**src/hw/rtl/stpm_pkg.sv**
```systemverilog
`timescale 1ns / 1ps

package stpm_pkg;

	// Field widths of one queued frame and of one result beat.
	localparam int STAMP_W = 48;
	localparam int TAG_W   = 16;
	localparam int ENTRY_W = STAMP_W + TAG_W;
	localparam int TOL_W   = 32;
	localparam int EV_W    = 2;
	localparam int OUT_W   = 2 * TAG_W + STAMP_W;

	// Tolerance after reset: 0.05 s in nanoseconds.
	localparam logic [TOL_W-1:0] TOL_RESET = 32'd50000000;

	// Results one arrival may cause before the matching loop pauses.
	localparam int MAX_RESULTS = 17;
	localparam int N_W         = 5;

	// Event codes of a result beat.
	localparam logic [EV_W-1:0] EV_PAIR       = 2'd0;
	localparam logic [EV_W-1:0] EV_LEFT_DROP  = 2'd1;
	localparam logic [EV_W-1:0] EV_RIGHT_DROP = 2'd2;
	localparam logic [EV_W-1:0] EV_FULL       = 2'd3;

	// Sequencer states.
	typedef enum logic [2:0] {
		ST_IDLE,
		ST_PUSH,
		ST_CHECK,
		ST_READ,
		ST_SUB_FWD,
		ST_SUB_ABS,
		ST_SUB_TOL,
		ST_EMIT
	} state_t;

	// Control of one frame queue.
	typedef struct packed {
		logic push;
		logic pop;
		logic rd;
	} queue_ctrl_t;

endpackage

```
**src/hw/rtl/stpm_sub.sv**
```systemverilog
`timescale 1ns / 1ps

// Shared subtractor: a minus b with the borrow out, used for every compare.
module stpm_sub import stpm_pkg::*; (
	input  logic [STAMP_W-1:0] a,
	input  logic [STAMP_W-1:0] b,
	output logic [STAMP_W-1:0] diff,
	output logic               borrow
);

	logic [STAMP_W:0] full_diff;

	assign full_diff = {1'b0, a} - {1'b0, b};
	assign diff      = full_diff[STAMP_W-1:0];
	assign borrow    = full_diff[STAMP_W];

endmodule

```
**src/hw/rtl/stpm_queue.sv**
```systemverilog
`timescale 1ns / 1ps

// Circular frame queue with a registered read of the front entry.
module stpm_queue import stpm_pkg::*; #(
	parameter int DEPTH = 16
) (
	input  logic                         clk,
	input  logic                         arst_n,
	input  queue_ctrl_t                  ctrl,
	input  logic [ENTRY_W-1:0]           wr_data,
	output logic [ENTRY_W-1:0]           rd_data,
	output logic [$clog2(DEPTH+1)-1:0]   count
);

	localparam int AW = $clog2(DEPTH);
	localparam int CW = $clog2(DEPTH + 1);

	logic [ENTRY_W-1:0] mem [DEPTH];
	logic [ENTRY_W-1:0] rd_data_q;
	logic [AW-1:0]      head_q;
	logic [AW-1:0]      tail_q;
	logic [CW-1:0]      count_q;

	function automatic logic [AW-1:0] wrap_inc(input logic [AW-1:0] p);
		wrap_inc = (p == AW'(DEPTH - 1)) ? '0 : p + AW'(1);
	endfunction

	// Storage: one write and one read port, read data registered.
	always_ff @(posedge clk) begin
		if (ctrl.push) begin
			mem[tail_q] <= wr_data;
		end
		if (ctrl.rd) begin
			rd_data_q <= mem[head_q];
		end
	end

	// Pointers and fill count.
	always_ff @(posedge clk or negedge arst_n) begin
		if (!arst_n) begin
			head_q  <= '0;
			tail_q  <= '0;
			count_q <= '0;
		end else begin
			if (ctrl.push) begin
				tail_q <= wrap_inc(tail_q);
			end
			if (ctrl.pop) begin
				head_q <= wrap_inc(head_q);
			end
			if (ctrl.push && !ctrl.pop) begin
				count_q <= count_q + CW'(1);
			end else if (ctrl.pop && !ctrl.push) begin
				count_q <= count_q - CW'(1);
			end
		end
	end

	assign rd_data = rd_data_q;
	assign count   = count_q;

endmodule

```
**src/hw/rtl/stereo_timestamp_pair_matcher.sv**
```systemverilog
`timescale 1ns / 1ps

// Pairs left and right camera frames by capture time. Each input beat is one
// frame arrival that goes into its side's queue of QUEUE_DEPTH entries; then,
// while both queues hold frames, the two fronts are compared: a difference
// strictly below tolerance_ns gives a pair stamped with the left time, and
// anything else drops the older front (the left one on equal stamps). A frame
// arriving at a full queue is dropped and reported first. The block takes one
// arrival at a time. After it is accepted, the arrival is pushed into its
// queue or, if that queue is full, turned into a drop report; then each
// compare result takes the check of both queue counts, the front read, three
// passes through the single 48-bit subtractor for the signed difference, its
// magnitude and the tolerance compare, then the load of the output register.
// A check that finds a queue empty ends the arrival without a compare. One
// arrival gives at most seventeen results, and a result can wait for the
// downstream side. Queue contents need no clearing after reset; the block is
// ready as soon as reset is released.
module stereo_timestamp_pair_matcher import stpm_pkg::*; #(
	parameter int QUEUE_DEPTH = 16
) (
	input  logic                 clk,
	input  logic                 arst_n,
	// Configuration: tolerance_ns.
	input  logic                 cfg_valid,
	output logic                 cfg_ready,
	input  logic [TOL_W-1:0]     cfg_data,
	// Frame arrivals.
	input  logic                 s_tvalid,
	output logic                 s_tready,
	input  logic [ENTRY_W-1:0]   s_tdata,   // stamp[47:0], tag[63:48]
	input  logic                 s_tuser,   // kind[0]
	// Results.
	output logic                 m_tvalid,
	input  logic                 m_tready,
	output logic [OUT_W-1:0]     m_tdata,   // left_tag[15:0], right_tag[31:16], out_stamp[79:32]
	output logic [EV_W-1:0]      m_tuser,   // event_res[1:0]
	output logic                 m_tlast
);

	localparam int CW = $clog2(QUEUE_DEPTH + 1);

	state_t state_q, state_d;

	logic [TOL_W-1:0]   tol_q;
	logic               in_kind_q;
	logic [STAMP_W-1:0] in_stamp_q;
	logic [TAG_W-1:0]   in_tag_q;
	logic [N_W-1:0]     n_q;
	logic               lt_q;
	logic               gt_q;
	logic [STAMP_W-1:0] diff_q;

	logic [EV_W-1:0]    res_ev_q;
	logic [TAG_W-1:0]   res_ltag_q;
	logic [TAG_W-1:0]   res_rtag_q;
	logic [STAMP_W-1:0] res_stamp_q;
	logic               res_last_q;
	logic               pop_l_q;
	logic               pop_r_q;

	logic               m_tvalid_q;
	logic [OUT_W-1:0]   m_tdata_q;
	logic [EV_W-1:0]    m_tuser_q;
	logic               m_tlast_q;

	queue_ctrl_t        lq_ctrl, rq_ctrl;
	logic [ENTRY_W-1:0] l_rd, r_rd;
	logic [CW-1:0]      l_count, r_count;
	logic               l_full, r_full;

	logic [STAMP_W-1:0] ls, rs;
	logic [TAG_W-1:0]   ltag, rtag;
	logic [STAMP_W-1:0] sub_a, sub_b, sub_diff;
	logic               sub_borrow;

	logic               s_accept;
	logic               out_free;
	logic               emit_go;
	logic               both_ready;
	logic               dec_pop_l, dec_pop_r;
	logic [CW-1:0]      next_l_count, next_r_count;
	logic               dec_last;

	assign s_accept = s_tvalid && s_tready;
	assign out_free = !m_tvalid_q || m_tready;
	assign emit_go  = (state_q == ST_EMIT) && out_free;

	assign l_full = (l_count == CW'(QUEUE_DEPTH));
	assign r_full = (r_count == CW'(QUEUE_DEPTH));

	assign ls   = l_rd[ENTRY_W-1:TAG_W];
	assign ltag = l_rd[TAG_W-1:0];
	assign rs   = r_rd[ENTRY_W-1:TAG_W];
	assign rtag = r_rd[TAG_W-1:0];

	// Frame queues, one per camera.
	stpm_queue #(.DEPTH(QUEUE_DEPTH)) u_left_queue (
		.clk     (clk),
		.arst_n  (arst_n),
		.ctrl    (lq_ctrl),
		.wr_data ({in_stamp_q, in_tag_q}),
		.rd_data (l_rd),
		.count   (l_count)
	);

	stpm_queue #(.DEPTH(QUEUE_DEPTH)) u_right_queue (
		.clk     (clk),
		.arst_n  (arst_n),
		.ctrl    (rq_ctrl),
		.wr_data ({in_stamp_q, in_tag_q}),
		.rd_data (r_rd),
		.count   (r_count)
	);

	// The one subtractor shared by all compare steps.
	stpm_sub u_sub (
		.a      (sub_a),
		.b      (sub_b),
		.diff   (sub_diff),
		.borrow (sub_borrow)
	);

	// Outcome of the tolerance compare and whether it ends this arrival.
	always_comb begin
		dec_pop_l    = sub_borrow || !gt_q;
		dec_pop_r    = sub_borrow || gt_q;
		next_l_count = l_count - CW'(dec_pop_l);
		next_r_count = r_count - CW'(dec_pop_r);
		dec_last     = (next_l_count == '0) || (next_r_count == '0) ||
		               (n_q == N_W'(MAX_RESULTS - 1));
	end

	assign both_ready = (l_count != '0) && (r_count != '0) && (n_q < N_W'(MAX_RESULTS));

	// Next state.
	always_comb begin
		state_d = state_q;
		case (state_q)
			ST_IDLE: begin
				if (s_accept) state_d = ST_PUSH;
			end
			ST_PUSH: begin
				if ((in_kind_q && r_full) || (!in_kind_q && l_full)) state_d = ST_EMIT;
				else state_d = ST_CHECK;
			end
			ST_CHECK: begin
				if (both_ready) state_d = ST_READ;
				else state_d = ST_IDLE;
			end
			ST_READ:    state_d = ST_SUB_FWD;
			ST_SUB_FWD: state_d = ST_SUB_ABS;
			ST_SUB_ABS: state_d = ST_SUB_TOL;
			ST_SUB_TOL: state_d = ST_EMIT;
			ST_EMIT: begin
				if (out_free) state_d = res_last_q ? ST_IDLE : ST_CHECK;
			end
			default: state_d = ST_IDLE;
		endcase
	end

	// Sequencer outputs: handshake, queue control and subtractor operands.
	always_comb begin
		s_tready = (state_q == ST_IDLE);
		lq_ctrl.push = (state_q == ST_PUSH) && !in_kind_q && !l_full;
		rq_ctrl.push = (state_q == ST_PUSH) && in_kind_q && !r_full;
		lq_ctrl.pop  = emit_go && pop_l_q;
		rq_ctrl.pop  = emit_go && pop_r_q;
		lq_ctrl.rd   = (state_q == ST_READ);
		rq_ctrl.rd   = (state_q == ST_READ);
		sub_a = '0;
		sub_b = '0;
		case (state_q)
			ST_SUB_FWD: begin
				sub_a = ls;
				sub_b = rs;
			end
			ST_SUB_ABS: begin
				sub_a = lt_q ? rs : ls;
				sub_b = lt_q ? ls : rs;
			end
			ST_SUB_TOL: begin
				sub_a = diff_q;
				sub_b = {{(STAMP_W-TOL_W){1'b0}}, tol_q};
			end
			default: begin
				sub_a = '0;
				sub_b = '0;
			end
		endcase
	end

	// Control registers.
	always_ff @(posedge clk or negedge arst_n) begin
		if (!arst_n) begin
			state_q    <= ST_IDLE;
			tol_q      <= TOL_RESET;
			n_q        <= '0;
			m_tvalid_q <= 1'b0;
		end else begin
			state_q <= state_d;
			if (cfg_valid && cfg_ready) begin
				tol_q <= cfg_data;
			end
			if (state_q == ST_PUSH) begin
				n_q <= ((in_kind_q && r_full) || (!in_kind_q && l_full)) ? N_W'(1) : '0;
			end else if (emit_go && (res_ev_q != EV_FULL)) begin
				n_q <= n_q + N_W'(1);
			end
			if (emit_go) begin
				m_tvalid_q <= 1'b1;
			end else if (m_tready) begin
				m_tvalid_q <= 1'b0;
			end
		end
	end

	// Datapath registers of the current arrival and its pending result.
	always_ff @(posedge clk) begin
		if (s_accept) begin
			in_kind_q  <= s_tuser;
			in_stamp_q <= s_tdata[STAMP_W-1:0];
			in_tag_q   <= s_tdata[ENTRY_W-1:STAMP_W];
		end
		case (state_q)
			ST_PUSH: begin
				// A full queue turns the arrival into a drop report.
				res_ev_q    <= EV_FULL;
				res_ltag_q  <= in_kind_q ? '0 : in_tag_q;
				res_rtag_q  <= in_kind_q ? in_tag_q : '0;
				res_stamp_q <= in_stamp_q;
				res_last_q  <= in_kind_q ? (l_count == '0) : (r_count == '0);
				pop_l_q     <= 1'b0;
				pop_r_q     <= 1'b0;
			end
			ST_SUB_FWD: begin
				diff_q <= sub_diff;
				lt_q   <= sub_borrow;
				gt_q   <= !sub_borrow && (sub_diff != '0);
			end
			ST_SUB_ABS: begin
				diff_q <= sub_diff;
			end
			ST_SUB_TOL: begin
				if (sub_borrow) begin
					res_ev_q    <= EV_PAIR;
					res_ltag_q  <= ltag;
					res_rtag_q  <= rtag;
					res_stamp_q <= ls;
				end else if (gt_q) begin
					res_ev_q    <= EV_RIGHT_DROP;
					res_ltag_q  <= '0;
					res_rtag_q  <= rtag;
					res_stamp_q <= rs;
				end else begin
					res_ev_q    <= EV_LEFT_DROP;
					res_ltag_q  <= ltag;
					res_rtag_q  <= '0;
					res_stamp_q <= ls;
				end
				res_last_q <= dec_last;
				pop_l_q    <= dec_pop_l;
				pop_r_q    <= dec_pop_r;
			end
			default: begin
			end
		endcase
		if (emit_go) begin
			m_tdata_q <= {res_stamp_q, res_rtag_q, res_ltag_q};
			m_tuser_q <= res_ev_q;
			m_tlast_q <= res_last_q;
		end
	end

	assign cfg_ready = 1'b1;
	assign m_tvalid  = m_tvalid_q;
	assign m_tdata   = m_tdata_q;
	assign m_tuser   = m_tuser_q;
	assign m_tlast   = m_tlast_q;

	// A queue is never written while full.
	a_no_overflow: assert property (@(posedge clk) disable iff (!arst_n)
		(lq_ctrl.push |-> !l_full) and (rq_ctrl.push |-> !r_full))
		else $error("push to a full frame queue");

	// A queue is never popped while empty.
	a_no_underflow: assert property (@(posedge clk) disable iff (!arst_n)
		(lq_ctrl.pop |-> (l_count != '0)) and (rq_ctrl.pop |-> (r_count != '0)))
		else $error("pop from an empty frame queue");

	// Every compare result removes at least one front frame.
	a_compare_pops: assert property (@(posedge clk) disable iff (!arst_n)
		(emit_go && (res_ev_q != EV_FULL)) |-> (pop_l_q || pop_r_q))
		else $error("compare result without a pop");

	// A pair always pops both fronts.
	a_pair_pops_both: assert property (@(posedge clk) disable iff (!arst_n)
		(emit_go && (res_ev_q == EV_PAIR)) |-> (pop_l_q && pop_r_q))
		else $error("pair result without popping both queues");

	// No new arrival is taken in the cycle after one was accepted.
	a_busy_after_accept: assert property (@(posedge clk) disable iff (!arst_n)
		s_accept |=> !s_tready)
		else $error("arrival accepted while the previous one is in work");

endmodule
```
**config.mk**
```make
export PLATFORM = sky130hd
export DESIGN_NAME = stereo_timestamp_pair_matcher
export DESIGN_NICKNAME = d
export VERILOG_FILES = /design/src/hw/rtl/stpm_pkg.sv /design/src/hw/rtl/stpm_sub.sv /design/src/hw/rtl/stpm_queue.sv /design/src/hw/rtl/stereo_timestamp_pair_matcher.sv
export SDC_FILE = /design/constraint.sdc
export NUM_CORES = 2
export LEC_CHECK = 0
export BUFFER_PORTS_ARGS = -buffer_cell sky130_fd_sc_hd__buf_4
export CAP_MARGIN = 10
export CORE_MARGIN = 3
export CORE_UTILIZATION = 40
export CTS_CLUSTER_DIAMETER = 50
export DETAILED_ROUTE_END_ITERATION = 7
export GPL_ROUTABILITY_DRIVEN = 0
export GPL_TIMING_DRIVEN = 0
export PLACE_DENSITY = 0.59
export REMOVE_ABC_BUFFERS = 1
export SYNTH_ARGS = -nofsm -noshare
export SYNTH_HDL_FRONTEND = slang
export SYNTH_SLANG_ARGS = --single-unit
```
**constraint.sdc**
```tcl
create_clock -name clk -period 10 [get_ports clk]
set_input_delay 1 -clock clk [delete_from_list [all_inputs] [get_ports clk]]
set_output_delay 1 -clock clk [all_outputs]
set_load 0.1 [all_outputs]
```
==> qor.csv <==
metric;value;unit
finalSetupViolCount;0;
core_region_area;249000;sq um
hold_violations;0;
cts_resized;0;
hold_ws;0.238;ns
cpPeakStageDelay;0.68;ns
slowest_stage;inv_2;
initial_core_util;40.2;%
drc;17;
yosysMostFrequentCell;edfxtp_1;
dieArea;256000;sq um
num_vias;56113;
grt.total_usage;21.8;%
min_period;8.06;ns
power;36400;uW
crit_family;compound AO/OA/AOI/OAI gates;
power.density;309;nW/um^2
drv_slew;0;
grt_pass1_wl;405;mm
worstSkewPairLatency;0.94;ns
synth.distinct_cells;82;
ioPinCount;188;
cts.sinks;2526;
crit_path_end_kind;flop;
postCtsSetupRepairBufs;0;
areaGrowthSynthToFinish;17.7;%
synth_edf_count;2459;
p_leak;0.0390;uW
fin_crit_sh;80.6;%
fmax;124;MHz
drtPass1Iterations;8;
synth_seq_cells;2526;
yosysSeqAreaShare;75.5;%
dp_hpwl;181;mm
peakVddDrop;378;uV
status;finished with violations;
critPathLaunchType;flop;
finalClockSkew;0.0501;ns
wl_per_cell;30.0;um
synth-async-reset-ratio;2.65;%
htreeDepth;5;
cap_violations;0;
worstPathCellList;nand2_1 > inv_2 > and3_4 > buf_16 > a222oi_1 > inv_1 > ha_1 > inv_1 > fa_1 > a21o_1 > a221oi_4 > o41ai_2 > o21ai_2 > a2111oi_4 > o31ai_1 > a21oi_1 > o21a_4 > buf_16 > inv_4 > buf_16 > nand2_1 > a21oi_1;
synthFlopType;edfxtp_1;
ant_nets;0;
fp.dieW;506;um
port_buffers;186;
die-height;506;um
cp.arrival;8.70;ns
grt_max_degree;68;
path_class;reg2reg;
worstPathRequired;10.63;ns
cts.path.max_buffers;4;
synthTopCellsByArea;edfxtp_1 74%, mux4_2 5.8%, mux2i_1 3.9%;
synth_top_cell_area_share;73.8;%
root_buffer;clkbuf_16;
crit_path_max_fanout;64;
cts_tree;built;
syn_area;100000;sq um
rsz0062_at_grt;false;
wirelength;285;mm
cp_num_buf_inv;7;
avgSynthCellArea;17.9;sq um
ys_top_cells_by_count;2459 x edfxtp_1, 389 x mux2i_1, 325 x o21ai_0;
drt_iter0_drc;6970;
worst_pin_slew;1.28;ns
num_rows;183;
drive_gt1_share;21.1;%
hp-class;in2reg;
cts_buffers;281;
slew_headroom;14.9;%
antenna_found_initial;14;
grt_pass1_vias;55035;
totalNegativeSetupSlack;0;ns
viasPerCell;5.90;
synth_top_cell_by_area;edfxtp_1;
nets;6169;
clkSlewWorstSetupHoldPaths;0.06;ns
ctsHoldBuffers;0;
synth_warnings;0;
cpMostUsedCell;buf_16;
syn_inst;5607;
violations;DRC;
fin_util;47.3;%
overflow;0;
## flip-flops by register name, summed over array words and instances (netlist names), 16 cells and up
signal	count
res_stamp_q	48
m_tdata	80
in_stamp_q	48
u_right_queue.rd_data	64
res_ltag_q	16
in_tag_q	16
res_rtag_q	16
u_right_queue.mem	1024
tol_q	32
u_left_queue.rd_data	64
u_left_queue.mem	1024
diff_q	48
## layer usage
metal | vias to the layer above | track usage (%) | part of all wire (%)
met2 | 2587 | 34.1 | 47
li1 | 23544 | - | -
met1 | 29482 | 31.4 | 42
met4 | 2 | 6.07 | 2.8
met3 | 498 | 4.13 | 8.7
met5 | - | 0 | 0.0063
## logic make-up (layout without fill, tap and decap cells)
logic type / Yosys count / in the layout / synth area share [%]
AOI/OAI and AO/OA: 1119 / 1119 / 7.32
xor gates and xnor gates: 48 / 48 / 0.420
adders and majority gates: 73 / 73 / 0.935
buffers and inverters: 408 / 985 / 1.56
DFF: 2526 / 2526 / 75.5
muxes: 810 / 810 / 11.5
other: 1 / 4 / 0.00375
and+or+nand+nor: 622 / 622 / 2.80
## final cells by class
class	count	area, sq um
Sequential cell	2526	75600
Clock buffer	346	7430
Inverter	84	318
Tap cell	3330	4170
Multi-Input combinational cell	2673	23300
Antenna cell	3	7.51
Fill cell	20701	131000
Timing Repair Buffer	428	5890
Clock inverter	127	1070
## cell usage in the layout (no fill, tap or decap), types with 82 or more instances in the layout
cell type / n
a221oi_1: 130
nand2_1: 268
a21oi_1: 305
clkbuf_16: 288
mux2_2: 165
nor2_1: 127
inv_1: 82
buf_12: 102
a22oi_1: 148
buf_4: 188
edfxtp_1: 2459
mux4_2: 256
mux2i_1: 389
o21ai_0: 325
## power by group
group | total [uW] | switching [uW] | internal (uW)
combinational | 12700 | 7950 | 4710
sequential | 14000 | 984 | 13100
clock | 9750 | 4080 | 5660
total | 36400 | 13000 | 23400
## final timing paths
kind | startpoint | end | slack, ns | cells after the start
max | state_q[2]$_DFFE_PN0P_ | res_stamp_q[32]$_DFFE_PP_ | 1.94 | 22
min | s_tdata[61] | in_tag_q[13]$_DFFE_PP_ | 0.24 | 1
max reg2reg | state_q[2]$_DFFE_PN0P_ | res_stamp_q[32]$_DFFE_PP_ | 1.94 | 22
min reg2reg | res_ltag_q[15]$_DFFE_PP_ | m_tdata[15]$_DFFE_PP_ | 0.40 | 0
max in group asynchronous | arst_n | u_left_queue.head_q[0]$_DFFE_PN0P_ | 8.90 | 1
min in group asynchronous | arst_n | tol_q[9]$_DFFE_PN0P_ | 0.26 | 1
## stage by stage
stage          area, sq um  setup slack [ns]  instances
6_report            118000              1.94       9517
3_5_place_dp        109000              2.02       9041
4_1_cts             118000              1.97       9514
2_1_floorplan        98900             -4.05       5283
5_1_grt             118000              1.58       9515
3_3_place_gp        104000            -18.00       8799
Note: power is estimated with default switching activity, not from simulation.
